$ cat src/sv/fgtc_pkg.sv
// Package with the shared types, constants and arithmetic helpers of the green-time controller.
`timescale 1ns / 1ps

package fgtc_pkg;

	// Membership and rule widths.
	localparam int MEMB_W  = 7;
	localparam int STR_W   = 9;
	localparam int TOT_W   = 10;
	localparam int DUR_W   = 8;
	localparam int PROD_W  = STR_W + DUR_W;
	localparam int REM_W   = PROD_W + 1;
	localparam int QUO_W   = 8;
	localparam int IN_W    = 6;
	localparam int NCLASS  = 3;

	// Divider steps, one quotient bit per stage.
	localparam int DIV_STEPS = QUO_W;

	// Cycles from an accepted word to its done strobe.
	localparam int PIPE_LATENCY = 4 + DIV_STEPS;

	// Depth of the queue between the front and the back.
	localparam int QDEPTH = 2;

	// Ramp constants.
	localparam logic [MEMB_W-1:0] SLOPE_PCT = 7'd10;
	localparam logic [MEMB_W-1:0] FULL_PCT  = 7'd100;

	localparam logic [IN_W-1:0] CNT_B0 = 6'd7;
	localparam logic [IN_W-1:0] CNT_B1 = 6'd13;
	localparam logic [IN_W-1:0] CNT_B2 = 6'd17;
	localparam logic [IN_W-1:0] CNT_B3 = 6'd23;
	localparam logic [IN_W-1:0] SPD_B0 = 6'd15;
	localparam logic [IN_W-1:0] SPD_B1 = 6'd25;
	localparam logic [IN_W-1:0] SPD_B2 = 6'd35;
	localparam logic [IN_W-1:0] SPD_B3 = 6'd45;

	// Configuration register indexes and reset values.
	localparam logic [1:0] REG_SHORT  = 2'd0;
	localparam logic [1:0] REG_MEDIUM = 2'd1;
	localparam logic [1:0] REG_LONG   = 2'd2;
	localparam logic [1:0] REG_NONE   = 2'd3;

	localparam logic [DUR_W-1:0] SHORT_RST  = 8'd30;
	localparam logic [DUR_W-1:0] MEDIUM_RST = 8'd60;
	localparam logic [DUR_W-1:0] LONG_RST   = 8'd90;

	typedef logic [NCLASS-1:0][MEMB_W-1:0] memb_t;
	typedef logic [NCLASS-1:0][STR_W-1:0]  str_t;
	typedef logic [NCLASS-1:0][DUR_W-1:0]  dur_t;
	typedef logic [NCLASS-1:0][PROD_W-1:0] prod_t;

	// One classified word: per count class strength and the total strength.
	typedef struct packed {
		str_t             strength;
		logic [TOT_W-1:0] total;
	} word_t;

	// Queue status seen by the front and the back.
	typedef struct packed {
		logic full;
		logic nonempty;
	} qstat_t;

	// State carried through the divider stages.
	typedef struct packed {
		logic [REM_W-1:0] rem;
		logic [TOT_W-1:0] total;
		logic [QUO_W-1:0] quo;
	} div_t;

	// Three-class piecewise-linear fuzzifier with a fixed slope.
	function automatic memb_t fuzzify(input logic [IN_W-1:0] x, input logic [IN_W-1:0] b0,
			input logic [IN_W-1:0] b1, input logic [IN_W-1:0] b2, input logic [IN_W-1:0] b3);
		memb_t             m;
		logic [IN_W-1:0]   d_lo;
		logic [IN_W-1:0]   d_hi;
		logic [MEMB_W-1:0] r_lo;
		logic [MEMB_W-1:0] r_hi;
		d_lo = x - b0;
		d_hi = x - b2;
		r_lo = MEMB_W'(d_lo[3:0]) * SLOPE_PCT;
		r_hi = MEMB_W'(d_hi[3:0]) * SLOPE_PCT;
		if (x <= b0) begin
			m[0] = FULL_PCT;
			m[1] = '0;
			m[2] = '0;
		end else if (x <= b1) begin
			m[1] = r_lo;
			m[0] = FULL_PCT - r_lo;
			m[2] = '0;
		end else if (x <= b2) begin
			m[0] = '0;
			m[1] = FULL_PCT;
			m[2] = '0;
		end else if (x <= b3) begin
			m[2] = r_hi;
			m[1] = FULL_PCT - r_hi;
			m[0] = '0;
		end else begin
			m[0] = '0;
			m[1] = '0;
			m[2] = FULL_PCT;
		end
		return m;
	endfunction

	function automatic logic [MEMB_W-1:0] min_memb(input logic [MEMB_W-1:0] a,
			input logic [MEMB_W-1:0] b);
		return (a < b) ? a : b;
	endfunction

	// One restoring division step that decides quotient bit k.
	// A zero divisor leaves every quotient bit clear, so the result is zero.
	function automatic div_t div_step(input div_t d, input logic [2:0] k);
		div_t             n;
		logic [REM_W-1:0] cand;
		n = d;
		cand = REM_W'(d.total) << k;
		if ((d.total != '0) && (d.rem >= cand)) begin
			n.rem = d.rem - cand;
			n.quo[k] = 1'b1;
		end
		return n;
	endfunction

endpackage

$ cat src/sv/fuzzy_green_time_controller.sv
// Top level of the fuzzy green-time controller: configuration registers and the front, queue and back.
`timescale 1ns / 1ps

// A word (vehicle_count, average_speed) is taken at a clock edge where start is high and busy is
// low, and its green_seconds leaves the divider with a one-cycle done strobe; results cannot
// be held off and must be captured in that cycle. A new word may be started every cycle, so the
// block sustains one word per clock. Each word passes through one fuzzify stage, the queue, one
// multiply stage, one sum stage and an eight-stage restoring divider that settles one quotient
// bit per stage. busy rises only when the front stage holds a word and the two-word queue is
// full, which does not happen in practice because the back pipeline drains the queue every cycle.
// The three durations are written through cfg_we, cfg_index and cfg_wdata and should be changed
// only while no word is in flight; index 3 is ignored.
module fuzzy_green_time_controller (
	input  logic                          clk,
	input  logic                          arst_n,
	input  logic                          start,
	output logic                          busy,
	input  logic [fgtc_pkg::IN_W-1:0]     vehicle_count,
	input  logic [fgtc_pkg::IN_W-1:0]     average_speed,
	output logic                          done,
	output logic [fgtc_pkg::QUO_W-1:0]    green_seconds,
	input  logic                          cfg_we,
	input  logic [1:0]                    cfg_index,
	input  logic [fgtc_pkg::DUR_W-1:0]    cfg_wdata
);

	fgtc_pkg::dur_t    dur_q;
	fgtc_pkg::qstat_t  qstat;
	fgtc_pkg::word_t   push_word;
	fgtc_pkg::word_t   pop_word;
	logic              push_valid;

	// Duration registers.
	always_ff @(posedge clk or negedge arst_n) begin
		if (!arst_n) begin
			dur_q[0] <= fgtc_pkg::SHORT_RST;
			dur_q[1] <= fgtc_pkg::MEDIUM_RST;
			dur_q[2] <= fgtc_pkg::LONG_RST;
		end else if (cfg_we) begin
			case (cfg_index)
				fgtc_pkg::REG_SHORT: begin
					dur_q[0] <= cfg_wdata;
				end
				fgtc_pkg::REG_MEDIUM: begin
					dur_q[1] <= cfg_wdata;
				end
				fgtc_pkg::REG_LONG: begin
					dur_q[2] <= cfg_wdata;
				end
				default: begin
				end
			endcase
		end
	end

	fgtc_front u_front (
		.clk           (clk),
		.arst_n        (arst_n),
		.start         (start),
		.busy          (busy),
		.vehicle_count (vehicle_count),
		.average_speed (average_speed),
		.qstat         (qstat),
		.push_valid    (push_valid),
		.push_word     (push_word)
	);

	fgtc_queue u_queue (
		.clk        (clk),
		.arst_n     (arst_n),
		.push_valid (push_valid),
		.push_word  (push_word),
		.qstat      (qstat),
		.pop_word   (pop_word)
	);

	fgtc_back u_back (
		.clk           (clk),
		.arst_n        (arst_n),
		.in_valid      (qstat.nonempty),
		.in_word       (pop_word),
		.dur           (dur_q),
		.done          (done),
		.green_seconds (green_seconds)
	);

`ifndef SYNTHESIS
	// Every accepted word comes out after the fixed pipeline latency.
	a_latency: assert property (@(posedge clk) disable iff (!arst_n)
		(start && !busy) |-> ##(fgtc_pkg::PIPE_LATENCY) done)
		else $error("accepted word did not complete on time");

	// The back pipeline drains the queue every cycle, so the front never stalls.
	a_no_stall: assert property (@(posedge clk) disable iff (!arst_n)
		!busy)
		else $error("front stalled on a full queue");

	// A write to the unused index leaves every duration unchanged.
	a_unused_index: assert property (@(posedge clk) disable iff (!arst_n)
		(cfg_we && (cfg_index == fgtc_pkg::REG_NONE)) |=> $stable(dur_q))
		else $error("write to unused index changed a duration");
`endif

endmodule

$ cat src/sv/fgtc_front.sv
// Front stage: accepts a word, fuzzifies both inputs and forms the per-class rule strengths.
`timescale 1ns / 1ps

module fgtc_front (
	input  logic                          clk,
	input  logic                          arst_n,
	input  logic                          start,
	output logic                          busy,
	input  logic [fgtc_pkg::IN_W-1:0]     vehicle_count,
	input  logic [fgtc_pkg::IN_W-1:0]     average_speed,
	input  fgtc_pkg::qstat_t              qstat,
	output logic                          push_valid,
	output fgtc_pkg::word_t               push_word
);

	logic                  vld_s1;
	fgtc_pkg::word_t       word_s1;
	fgtc_pkg::memb_t       mc;
	fgtc_pkg::memb_t       ms;
	fgtc_pkg::word_t       word_d;
	logic                  adv;

	// The stage moves on when it is empty or its word goes into the queue.
	assign adv  = !vld_s1 || !qstat.full;
	assign busy = !adv;

	// Fuzzify and combine: each count class sums its three rule minimums.
	always_comb begin
		mc = fgtc_pkg::fuzzify(vehicle_count, fgtc_pkg::CNT_B0, fgtc_pkg::CNT_B1,
			fgtc_pkg::CNT_B2, fgtc_pkg::CNT_B3);
		ms = fgtc_pkg::fuzzify(average_speed, fgtc_pkg::SPD_B0, fgtc_pkg::SPD_B1,
			fgtc_pkg::SPD_B2, fgtc_pkg::SPD_B3);
		word_d.total = '0;
		for (int i = 0; i < fgtc_pkg::NCLASS; i++) begin
			word_d.strength[i] =
				fgtc_pkg::STR_W'(fgtc_pkg::min_memb(mc[i], ms[0])) +
				fgtc_pkg::STR_W'(fgtc_pkg::min_memb(mc[i], ms[1])) +
				fgtc_pkg::STR_W'(fgtc_pkg::min_memb(mc[i], ms[2]));
			word_d.total = word_d.total + fgtc_pkg::TOT_W'(word_d.strength[i]);
		end
	end

	// Stage valid flag.
	always_ff @(posedge clk or negedge arst_n) begin
		if (!arst_n) begin
			vld_s1 <= 1'b0;
		end else if (adv) begin
			vld_s1 <= start;
		end
	end

	// Stage payload.
	always_ff @(posedge clk) begin
		if (adv && start) begin
			word_s1 <= word_d;
		end
	end

	assign push_valid = vld_s1;
	assign push_word  = word_s1;

endmodule

$ cat src/sv/fgtc_queue.sv
// Short queue that decouples the front stage from the back pipeline.
`timescale 1ns / 1ps

module fgtc_queue (
	input  logic              clk,
	input  logic              arst_n,
	input  logic              push_valid,
	input  fgtc_pkg::word_t   push_word,
	output fgtc_pkg::qstat_t  qstat,
	output fgtc_pkg::word_t   pop_word
);

	localparam int PTR_W = $clog2(fgtc_pkg::QDEPTH);
	localparam int CNT_W = $clog2(fgtc_pkg::QDEPTH + 1);

	fgtc_pkg::word_t   mem_q [fgtc_pkg::QDEPTH];
	logic [PTR_W-1:0]  wr_ptr_q;
	logic [PTR_W-1:0]  rd_ptr_q;
	logic [CNT_W-1:0]  count_q;
	logic              push;
	logic              pop;

	assign qstat.full     = (count_q == CNT_W'(fgtc_pkg::QDEPTH));
	assign qstat.nonempty = (count_q != '0);

	// The back pipeline never stalls, so the head word leaves whenever there is one.
	assign push = push_valid && !qstat.full;
	assign pop  = qstat.nonempty;

	assign pop_word = mem_q[rd_ptr_q];

	// Storage.
	always_ff @(posedge clk) begin
		if (push) begin
			mem_q[wr_ptr_q] <= push_word;
		end
	end

	// Pointers and fill count.
	always_ff @(posedge clk or negedge arst_n) begin
		if (!arst_n) begin
			wr_ptr_q <= '0;
			rd_ptr_q <= '0;
			count_q  <= '0;
		end else begin
			if (push) begin
				wr_ptr_q <= (wr_ptr_q == PTR_W'(fgtc_pkg::QDEPTH - 1)) ? '0 : wr_ptr_q + 1'b1;
			end
			if (pop) begin
				rd_ptr_q <= (rd_ptr_q == PTR_W'(fgtc_pkg::QDEPTH - 1)) ? '0 : rd_ptr_q + 1'b1;
			end
			if (push && !pop) begin
				count_q <= count_q + 1'b1;
			end else if (pop && !push) begin
				count_q <= count_q - 1'b1;
			end
		end
	end

endmodule

$ cat src/sv/fgtc_back.sv
// Back pipeline: weights the class strengths by the durations and divides by the total strength.
`timescale 1ns / 1ps

module fgtc_back (
	input  logic                          clk,
	input  logic                          arst_n,
	input  logic                          in_valid,
	input  fgtc_pkg::word_t               in_word,
	input  fgtc_pkg::dur_t                dur,
	output logic                          done,
	output logic [fgtc_pkg::QUO_W-1:0]    green_seconds
);

	logic                           vld_s1;
	fgtc_pkg::prod_t                prod_s1;
	logic [fgtc_pkg::TOT_W-1:0]     tot_s1;
	logic [fgtc_pkg::DIV_STEPS:0]   div_vld_s;
	fgtc_pkg::div_t                 div_s [fgtc_pkg::DIV_STEPS+1];

	// Valid flags along the pipeline.
	always_ff @(posedge clk or negedge arst_n) begin
		if (!arst_n) begin
			vld_s1    <= 1'b0;
			div_vld_s <= '0;
		end else begin
			vld_s1    <= in_valid;
			div_vld_s <= {div_vld_s[fgtc_pkg::DIV_STEPS-1:0], vld_s1};
		end
	end

	// Multiply each class strength by its duration.
	always_ff @(posedge clk) begin
		for (int i = 0; i < fgtc_pkg::NCLASS; i++) begin
			prod_s1[i] <= fgtc_pkg::PROD_W'(in_word.strength[i]) *
				fgtc_pkg::PROD_W'(dur[i]);
		end
		tot_s1 <= in_word.total;
	end

	// Sum the weighted strengths to load the divider.
	always_ff @(posedge clk) begin
		div_s[0].rem   <= fgtc_pkg::REM_W'(prod_s1[0]) + fgtc_pkg::REM_W'(prod_s1[1]) +
			fgtc_pkg::REM_W'(prod_s1[2]);
		div_s[0].total <= tot_s1;
		div_s[0].quo   <= '0;
	end

	// Restoring division, most significant quotient bit first.
	for (genvar k = 1; k <= fgtc_pkg::DIV_STEPS; k++) begin : g_div
		always_ff @(posedge clk) begin
			div_s[k] <= fgtc_pkg::div_step(div_s[k-1], 3'(fgtc_pkg::DIV_STEPS - k));
		end
	end

	assign done          = div_vld_s[fgtc_pkg::DIV_STEPS];
	assign green_seconds = div_s[fgtc_pkg::DIV_STEPS].quo;

endmodule

$ cat config.mk
export PLATFORM = sky130hd
export DESIGN_NAME = fuzzy_green_time_controller
export DESIGN_NICKNAME = d
export VERILOG_FILES = /design/src/sv/fgtc_pkg.sv /design/src/sv/fuzzy_green_time_controller.sv /design/src/sv/fgtc_front.sv /design/src/sv/fgtc_queue.sv /design/src/sv/fgtc_back.sv
export SDC_FILE = /design/constraint.sdc
export NUM_CORES = 1
export LEC_CHECK = 0
export BUFFER_PORTS_ARGS = -buffer_cell sky130_fd_sc_hd__buf_2
export CAP_MARGIN = 20
export CORE_UTILIZATION = 62
export DETAILED_ROUTE_END_ITERATION = 8
export PLACE_DENSITY = 0.79
export SLEW_MARGIN = 20
export SYNTH_ARGS = -nofsm -noshare
export SYNTH_HDL_FRONTEND = slang
export SYNTH_SLANG_ARGS = --single-unit
export TNS_END_PERCENT = 100
$ cat constraint.sdc
create_clock -name clk -period 10.2 [get_ports clk]
set_input_delay 1.02 -clock clk [delete_from_list [all_inputs] [get_ports clk]]
set_output_delay 1.02 -clock clk [all_outputs]
set_load 0.02 [all_outputs]
# Word-level counts from Yosys, hierarchy flattened
# Memories as Yosys holds them, arrays and structs flattened.
# Cells that the tools add are included.
# word_totals
regBits,137
mem_bits_rw,398
inputBits,26
out_inout_bits,10
elab_cells,155
mem_count,2
# memory_table
name,depth,word_bits,read_ports,rd_clocked_by_memory_dff,write_ports,line_no,text
u_back.div_s,9,36,9,0,9,fgtc_back.sv:18,fgtc_pkg::div_t div_s [fgtc_pkg::DIV_STEPS+1];
u_queue.mem_q,2,37,1,0,1,fgtc_queue.sv:16,fgtc_pkg::word_t mem_q [fgtc_pkg::QDEPTH];
# op_classes
addsub,30
n_mul,7
magnitude_cmp,25
eq_ne,3
mux,39
reduce_logical,32
# op_table
operator,count
21-bit two-way mux,8
18-bit two-way mux,8
10-bit nonzero test,8
7-bit less-than comparator,9
7-bit two-way mux,9
9-bit by 8-bit multiplier with 17-bit output,3
7-bit subtractor (first input constant),4
9-bit by 7-bit adder with 9-bit output,3
7-bit by 7-bit adder with 8-bit output,3
4-bit by 3-bit multiplier with 6-bit output (second input constant),4
17-bit by 17-bit adder with 18-bit output,1
18-bit by 17-bit adder with 18-bit output,1
18-bit by 10-bit greater-or-equal comparator with 1-bit output,1
18-bit by 11-bit greater-or-equal comparator with 1-bit output,1
18-bit by 12-bit greater-or-equal comparator with 1-bit output,1
18-bit by 13-bit greater-or-equal comparator with 1-bit output,1
18-bit by 14-bit greater-or-equal comparator with 1-bit output,1
18-bit by 15-bit greater-or-equal comparator with 1-bit output,1
18-bit by 16-bit greater-or-equal comparator with 1-bit output,1
18-bit by 17-bit greater-or-equal comparator with 1-bit output,1
6-bit by 5-bit less-or-equal comparator with 1-bit output (second input constant),3
18-bit by 10-bit subtractor with 18-bit output,1
18-bit by 11-bit subtractor with 18-bit output,1
18-bit by 12-bit subtractor with 18-bit output,1
other kinds (27),61

# Depth between registers and ports, before layout
# Gate-level depths: netlist (run 1).
# logic_depth
depth_word,13
mapped_depth,35
ltp_nobuf,35

# By module
# Synthesis (run 1) repeated with hierarchy kept, for this count alone.
# hier_totals
cells_unflattened,2769
hier_area_um2,29236.8
# modules_own_cells
mod,n_inst,cells_each,area_each_um2,seq_area_each_um2
fgtc_back,1,1986,19766.5,6676.4
fgtc_front,1,597,5587.9,1016.0
fgtc_queue,1,135,2955.3,2322.2
fuzzy_green_time_controller,1,51,927.1,615.6

# Worst setup path before layout (run 1)
# OpenSTA, ideal clock, no wires.
# synth_timing
kind,input-to-reg
startpoint,input port vehicle_count[2] in the netlist's numbering
endpoint,"register u_front.word_s1, in the netlist u_front.push_word[9] (data pin)"
setup_ns,0.259
arrival_ns,7.722
t_required_ns,9.941
slack_ns,2.219
cell_stages,34
n_path_buf,1
path_cell_list,buf_2 nor3_1 xor2_1 ha_1 ha_1 inv_1 fa_1 xnor2_1 a21oi_1 or3_1 inv_1 ha_1 a21oi_1 nand2_1 o21ai_0 a21oi_1 maj3_1 mux2i_1 ha_1 fa_1 a21o_1 a21oi_1 xnor2_1 ha_1 a21oi_1 nor2b_1 nor2_1 or2_2 fa_1 inv_1 ha_1 a21oi_1 o21ai_0 xnor2_1
# synth_rtl
element,line_no,text
start: declaration,fuzzy_green_time_controller.sv:18,"input logic [fgtc_pkg::IN_W-1:0] vehicle_count,"
end signal: assignment,fgtc_front.sv:55,word_s1 <= word_d;
end: declaration,fgtc_front.sv:17,fgtc_pkg::word_t word_s1;

==> results of run 1 <==
registers in the layout (all words and copies together), names as in the netlist:
name and flops:
u_queue.wr_ptr_q 1, u_queue.count_q 2, u_back.vld_s1 1, u_back.tot_s1 9, dur_q 24, u_front.push_valid 1, u_back.div_vld_s 9, u_front.push_word 33
u_back.prod_s1 48, u_back.div_s 244, u_queue.rd_ptr_q 1, u_queue.mem_q 66
final timing paths:
path / startpoint / end / slack (ps) / cells past startpoint
max: vehicle_count[0] / u_front.push_word[9] / 2000 / 35
min: u_back.tot_s1[8] / u_back.div_s[0][16] / 310 / 0
max reg2reg: u_queue.rd_ptr_q / u_back.prod_s1[33] / 4020 / 16
min reg2reg: u_back.tot_s1[8] / u_back.div_s[0][16] / 310 / 0
max in group asynchronous: arst_n / u_back.div_vld_s[1] / 9100 / 1
min in group asynchronous: arst_n / u_queue.rd_ptr_q / 560 / 1
area by class of cell:
cell class | instances | area, sq um
inverter | 323 | 1210
multi-input combinational | 1821 | 15800
fill | 3346 | 13700
tap | 585 | 732
sequential | 439 | 9990
clock inverter | 23 | 219
clock buffer | 57 | 1220
timing repair buffer | 51 | 295
cells by family after synthesis:
family / count (synthesis) / synth area share (%)
fa+ha+maj: 455 / 24.9
flops: 439 / 36.8
mux: 151 / 6.00
simple gates: 636 / 12.0
compound gates: 401 / 9.46
xor+xnor: 178 / 5.79
buf+inv: 356 / 5.07
worst max-delay path: cells and delay by family:
| kind | cells | cell delay (ps) |
|---|---|---|
| adders and majority gates | 11 | 3830 |
| xor gates and xnor gates | 3 | 420 |
| AOI/OAI and AO/OA | 9 | 1320 |
| and+or+nand+nor | 5 | 1040 |
| buffers and inverters | 6 | 730 |
| muxes | 1 | 170 |
per-stage QoR:
stage | cells | utilization [%]
after global routing | 3299 | 68.3
after floorplan | 2616 | -
after global placement | 3218 | 64.9
after CTS | 3299 | 68.3
after detailed placement | 3219 | 64.9
final | 3299 | 68.3
synth_stat cells, types with 5 or more instances:
library cell,count
a211oi_1,9
a21boi_0,5
a21o_1,30
a21oi_1,130
a22oi_1,5
a31oi_1,10
and2_1,60
and3_1,10
and4_1,9
buf_2,9
buf_4,8
clkbuf_1,11
dfrtp_1,27
dfstp_2,12
dfxtp_1,301
edfxtp_1,99
fa_1,144
ha_1,309
inv_1,322
mux2_2,94
mux2i_1,56
nand2_1,171
nand2b_1,36
nand3_1,24
nand3b_1,9
nand4_1,11
nor2_1,118
nor2b_1,78
nor3_1,39
nor4_1,27
nor4b_1,8
o211ai_1,9
o21a_1,30
o21ai_0,88
o21bai_1,23
o31a_1,9
o31ai_1,6
or2_2,8
or3_1,13
xnor2_1,116
xor2_1,61
per-layer routing:
layer / wire length [um] / vias up / global-route usage [%]
li1: - / 9038 / -
met1: 23900 / 9078 / 32.2
met2: 30200 / 429 / 49.0
met3: 2500 / 109 / 3.10
met4: 1530 / 0 / 9.05
met5: 0 / - / 0
==> flow_metrics.py, run 1 <==
metrics = {
    "outcome": {
        "status": "complete, no violations",
    },
    "routing": {
        "dr.pass1.iters": 5,
        "wl_per_cell_um": 17.6,
        "ant_nets": 0,
        "drt-vias-per-instance": 5.65,
        "drt_iter0_drc": 1035,
        "route.detailed.drc": 0,
        "vias": 18700,
        "routed_wl_um": 58100,
    },
    "timing": {
        "fin_hold_ws_ps": 314,
        "fin_crit_ps": 8200,
        "setup_viol": 0,
        "drv_slew": 0,
        "fin_tns_setup_ps": 0,
        "fmax_mhz": 122,
        "finClkSkew_ps": 27.7,
        "fin_ws_ps": 2000,
        "tightest_slew_ps": 959,
        "rsz0062_at_grt": "false",
        "maxSlewHeadroom_pct": 34.2,
        "fin_crit_sh_pct": 80.4,
        "finalHoldViolations": 0,
    },
    "floorplanning": {
        "initial_utilization_pct": 62.9,
        "core_area_sq_mm": 0.0432,
        "floorplan.die.height_um": 211,
        "pin_count": 36,
        "die_width_um": 211,
        "die_area_sq_mm": 0.0447,
        "num_rows": 76,
    },
    "cts": {
        "clk_pin_slew_worst_paths_ps": 60,
        "clock-sinks": 439,
        "cts_made_buffers": 46,
        "cts_tree": "done",
        "hold_buffers": 0,
        "clock_path_buffers": 3,
        "htreeDepth": 2,
        "postCtsSetupBuffers": 0,
        "clock_latency_ps": 590,
        "cts_root_buf": "clkbuf_16",
        "cts_resized": 0,
    },
    "setup_path": {
        "cp.required_ps": 10530,
        "cp-end-kind": "flip-flop",
        "path_class": "input port to flip-flop",
        "start_kind": "input port",
        "crit_fanout": 9,
        "cpMostUsedCell": "ha_1",
        "slowest_delay_ps": 540,
        "critPathSlowestCell": "fa_1",
        "cp_data_arrival_time_ps": 8530,
    },
    "placement": {
        "dp_slack_ps": 1510,
        "place_congestion": 0.922,
        "io_buffers": 35,
        "place_hpwl_um": 45100,
        "place_area_sq_mm": 0.0280,
    },
    "synthesis": {
        "synth_fp_nets": 3095,
        "syn_area_per_cell_sq_um": 10.4,
        "async_flop_share_pct": 8.88,
        "synth.top_cell.area_share_pct": 22.2,
        "synth_edf_count": 99,
        "synth-seq-cells": 439,
        "synth.top_cells.by_area": "dfxtp_1 22%, ha_1 14%, edfxtp_1 11%, fa_1 11%, inv_1 4.4%",
        "synth_top_cell_by_area": "dfxtp_1",
        "ys_seq_area_share_pct": 36.8,
        "synthDistinctLibCells": 79,
        "postSynthCellCount": 2616,
        "synthFlopType": "dfxtp_1",
        "syn_area_sq_mm": 0.0272,
        "ys.warnings.count": 0,
    },
    "global_routing": {
        "grt_max_degree": 40,
        "track_usage_pct": 26.7,
        "overflow": 0,
        "grt_pass1_wl_um": 95000,
        "grt_pass1_vias": 19300,
        "antenna_found_initial": 0,
    },
    "layout": {
        "final_common_cell": "inv_1",
        "antenna_cells": 0,
        "final_cell_mix": "322 x inv_1, 309 x ha_1, 301 x dfxtp_1",
        "nets": 3161,
        "area_growth_pct": 8.52,
        "final_cell_area_sq_mm": 0.0295,
        "drive_gt1_share_pct": 9.21,
    },
    "job": {
        "drv_cap": 0,
    },
    "min_path": {
        "hold_path.class": "flip-flop to flip-flop",
    },
}
Power of run 1 is left out: the tool's default activity adds up to more than one toggle a clock period on the data nets, which glitch-free logic cannot reach.
==> inputs of run 2 (changes only) <==
--- a/config.mk
+++ b/config.mk
@@ -5,6 +5,7 @@
 export SDC_FILE = /design/constraint.sdc
 export NUM_CORES = 1
 export LEC_CHECK = 0
+export ABC_AREA = 1
 export BUFFER_PORTS_ARGS = -buffer_cell sky130_fd_sc_hd__buf_2
 export CAP_MARGIN = 20
 export CORE_UTILIZATION = 62
==> constraint.sdc (replaced) <==
create_clock -name clk -period 8.5 [get_ports clk]
set_input_delay 0.85 -clock clk [delete_from_list [all_inputs] [get_ports clk]]
set_output_delay 0.85 -clock clk [all_outputs]
set_load 0.02 [all_outputs]
==> run 2 against run 1 <==
  * Sequential share of layout area shrank 0.72 points
  * Register-to-register slack lost 1800 ps
  * Routed wire length grew 12%
  * Critical path depth shrank 1
  * Count of clock-buffer cells in the layout grew 10
  * Clock skew shrank 6.4 ps
  * Global-route usage grew 3.0 points
  * Synthesized cell count grew 22%
  * Critical path type unchanged
  * Highest routed layer is now met5
==> flow_metrics.py, run 2 <==
metrics = {
    "routing": {
        "vias": 21400,
        "dr.pass1.iters": 6,
        "drt-vias-per-instance": 5.50,
        "routed_wl_um": 65000,
        "drt_iter0_drc": 1481,
        "route.detailed.drc": 0,
        "wl_per_cell_um": 16.7,
        "ant_nets": 0,
    },
    "timing": {
        "finClkSkew_ps": 21.3,
        "fin_tns_setup_ps": 0,
        "setup_viol": 0,
        "tightest_slew_ps": 1050,
        "finalHoldViolations": 0,
        "fmax_mhz": 130,
        "maxSlewHeadroom_pct": 29.5,
        "fin_ws_ps": 802,
        "fin_crit_ps": 7700,
        "fin_crit_sh_pct": 90.6,
        "drv_slew": 0,
        "rsz0062_at_grt": "false",
    },
    "setup_path": {
        "cp-startpoint": "average_speed[0]",
        "reg2reg_depth": 20,
        "slowest_delay_ps": 600,
        "crit_end": "u_front.push_word[9]",
        "r2r_setup_slack_ps": 2220,
        "cp.required_ps": 8840,
        "r2r-start": "u_queue.rd_ptr_q",
        "path_class": "input port to flip-flop",
        "critPathSlowestCell": "o21ai_2",
        "cp_data_arrival_time_ps": 8040,
        "r2r-end": "u_back.prod_s1[14]",
        "start_kind": "input port",
        "crit_fanout": 12,
        "cpMostUsedCell": "ha_1",
        "cp-end-kind": "flip-flop",
    },
    "min_path": {
        "hp-start": "u_back.div_s[0][92]",
        "hold_path.class": "flip-flop to flip-flop",
    },
    "cts": {
        "postCtsSetupBuffers": 0,
        "clk_pin_slew_worst_paths_ps": 60,
        "clock-sinks": 439,
        "htreeDepth": 2,
        "cts_tree": "done",
        "cts_resized": 0,
        "hold_buffers": 0,
        "clock_latency_ps": 590,
        "cts_root_buf": "clkbuf_16",
        "clock_path_buffers": 3,
        "cts_made_buffers": 45,
    },
    "layout": {
        "area_growth_pct": 8.28,
        "largest_reg_flops": 244,
        "nets": 3739,
        "final_cell_area_sq_mm": 0.0301,
        "largest_register": "u_back.div_s",
        "final_common_cell": "nand2_1",
        "final_cell_mix": "585 x nand2_1, 531 x inv_1, 309 x ha_1",
        "antenna_cells": 0,
        "utilization_pct": 68.1,
        "n_fill_cell": 3420,
        "largestRegisters": "u_back.div_s: 244 flops, u_queue.mem_q: 66 flops, u_back.prod_s1: 48 flops",
        "drive_gt1_share_pct": 7.74,
    },
    "synthesis": {
        "synth_fp_nets": 3678,
        "synthDistinctLibCells": 58,
        "synth_most_common_cell": "nand2_1",
        "syn_area_per_cell_sq_um": 8.70,
        "postSynthCellCount": 3199,
        "synth_edf_count": 99,
        "synth.top_cells.by_area": "dfxtp_1 22%, ha_1 14%, edfxtp_1 11%, fa_1 10%, nand2_1 7.9%",
        "synthFlopType": "dfxtp_1",
        "synth_top_cell_by_area": "dfxtp_1",
        "async_flop_share_pct": 8.88,
        "netlist_top_cells_count": "585 x nand2_1, 531 x inv_1, 309 x ha_1",
        "syn_area_sq_mm": 0.0278,
        "ys.warnings.count": 0,
        "ys_seq_area_share_pct": 35.9,
        "synth-seq-cells": 439,
        "synth.top_cell.area_share_pct": 21.7,
    },
    "placement": {
        "place_congestion": 0.964,
        "dp_slack_ps": 243,
        "place_hpwl_um": 51900,
        "io_buffers": 35,
        "place_area_sq_mm": 0.0286,
    },
    "floorplanning": {
        "num_rows": 77,
        "pin_count": 36,
        "core_area_sq_mm": 0.0442,
        "die_area_sq_mm": 0.0457,
        "die_width_um": 214,
        "floorplan.die.height_um": 214,
        "initial_utilization_pct": 62.9,
    },
    "global_routing": {
        "antenna_found_initial": 1,
        "grt_pass1_wl_um": 107000,
        "overflow": 0,
        "grt_max_degree": 40,
        "track_usage_pct": 29.7,
        "grt_pass1_vias": 21500,
    },
    "job": {
        "drv_cap": 0,
    },
    "outcome": {
        "status": "complete, no violations",
    },
}
## run 2: changes by cell type after synthesis, moves of 32 or more
cell and delta:
xnor2_1 -57, nand3_1 +64, and2_1 -56, mux2i_1 -53, o21ai_1 +54, a21oi_1 +32
nor2_1 +116, xor2_1 +46, mux2_2 -94, nand2_1 +414, nor2b_1 -78, inv_1 +209
o21ai_0 +69, nand2b_1 -35
## run 2: worst min-delay path by stage
| stage | cells after the start | slack, ps | end |
|---|---|---|---|
| floorplan | 0 | 310 | u_back.div_s[0][10] |
| global placement | 0 | 310 | u_back.div_s[0][257] |
| detailed placement | 0 | 310 | u_back.div_s[0][221] |
| CTS | 0 | 310 | u_back.div_s[0][128] |
| global route | 0 | 320 | u_back.div_s[0][128] |
| finish | 0 | 310 | u_back.div_s[0][128] |
## run 2: metal layers
| layer | global-route usage (%) | part of all wire [%] | vias up | routed length [um] |
|---|---|---|---|---|
| met5 | 0 | 0.020 | - | 13 |
| met4 | 11.7 | 4.2 | 2 | 2710 |
| met3 | 4.64 | 5.7 | 184 | 3720 |
| met2 | 51.9 | 48 | 717 | 31100 |
| met1 | 36.8 | 42 | 10000 | 27400 |
| li1 | - | - | 10400 | - |
## run 2: logic make-up after synthesis
group	Yosys count	synth area share, %
DFF	439	35.9
and+or+nand+nor	1071	16.5
adders and majority gates	453	24.3
AOI/OAI and AO/OA	474	9.59
xor gates and xnor gates	167	5.28
muxes	3	0.108
buffers and inverters	592	8.36
## run 2: stage by stage
step | hold WS, ps | cells
2_1_floorplan | 310 | 3199
3_3_place_gp | 310 | 3805
3_5_place_dp | 312 | 3805
4_1_cts | 307 | 3886
5_1_grt | 316 | 3886
6_report | 307 | 3886
## run 2: cell type report
class	count	area, sq um	area share [%]
clock buffer	67	1320	4.38
clock inverter	14	168	0.557
inverter	550	2060	6.85
multi-input combinational	2168	15500	51.5
sequential	439	9990	33.2
tap	592	741	2.46
timing repair buffer	56	333	1.10
## run 2: critical path, delay by kind of cell
family	cells	cell delay [ps]
xor gates and xnor gates	4	640
and+or+nand+nor	4	520
buffers and inverters	7	680
AOI/OAI and AO/OA	9	1800
adders and majority gates	10	3530
Power of run 2 is left out for the same reason.
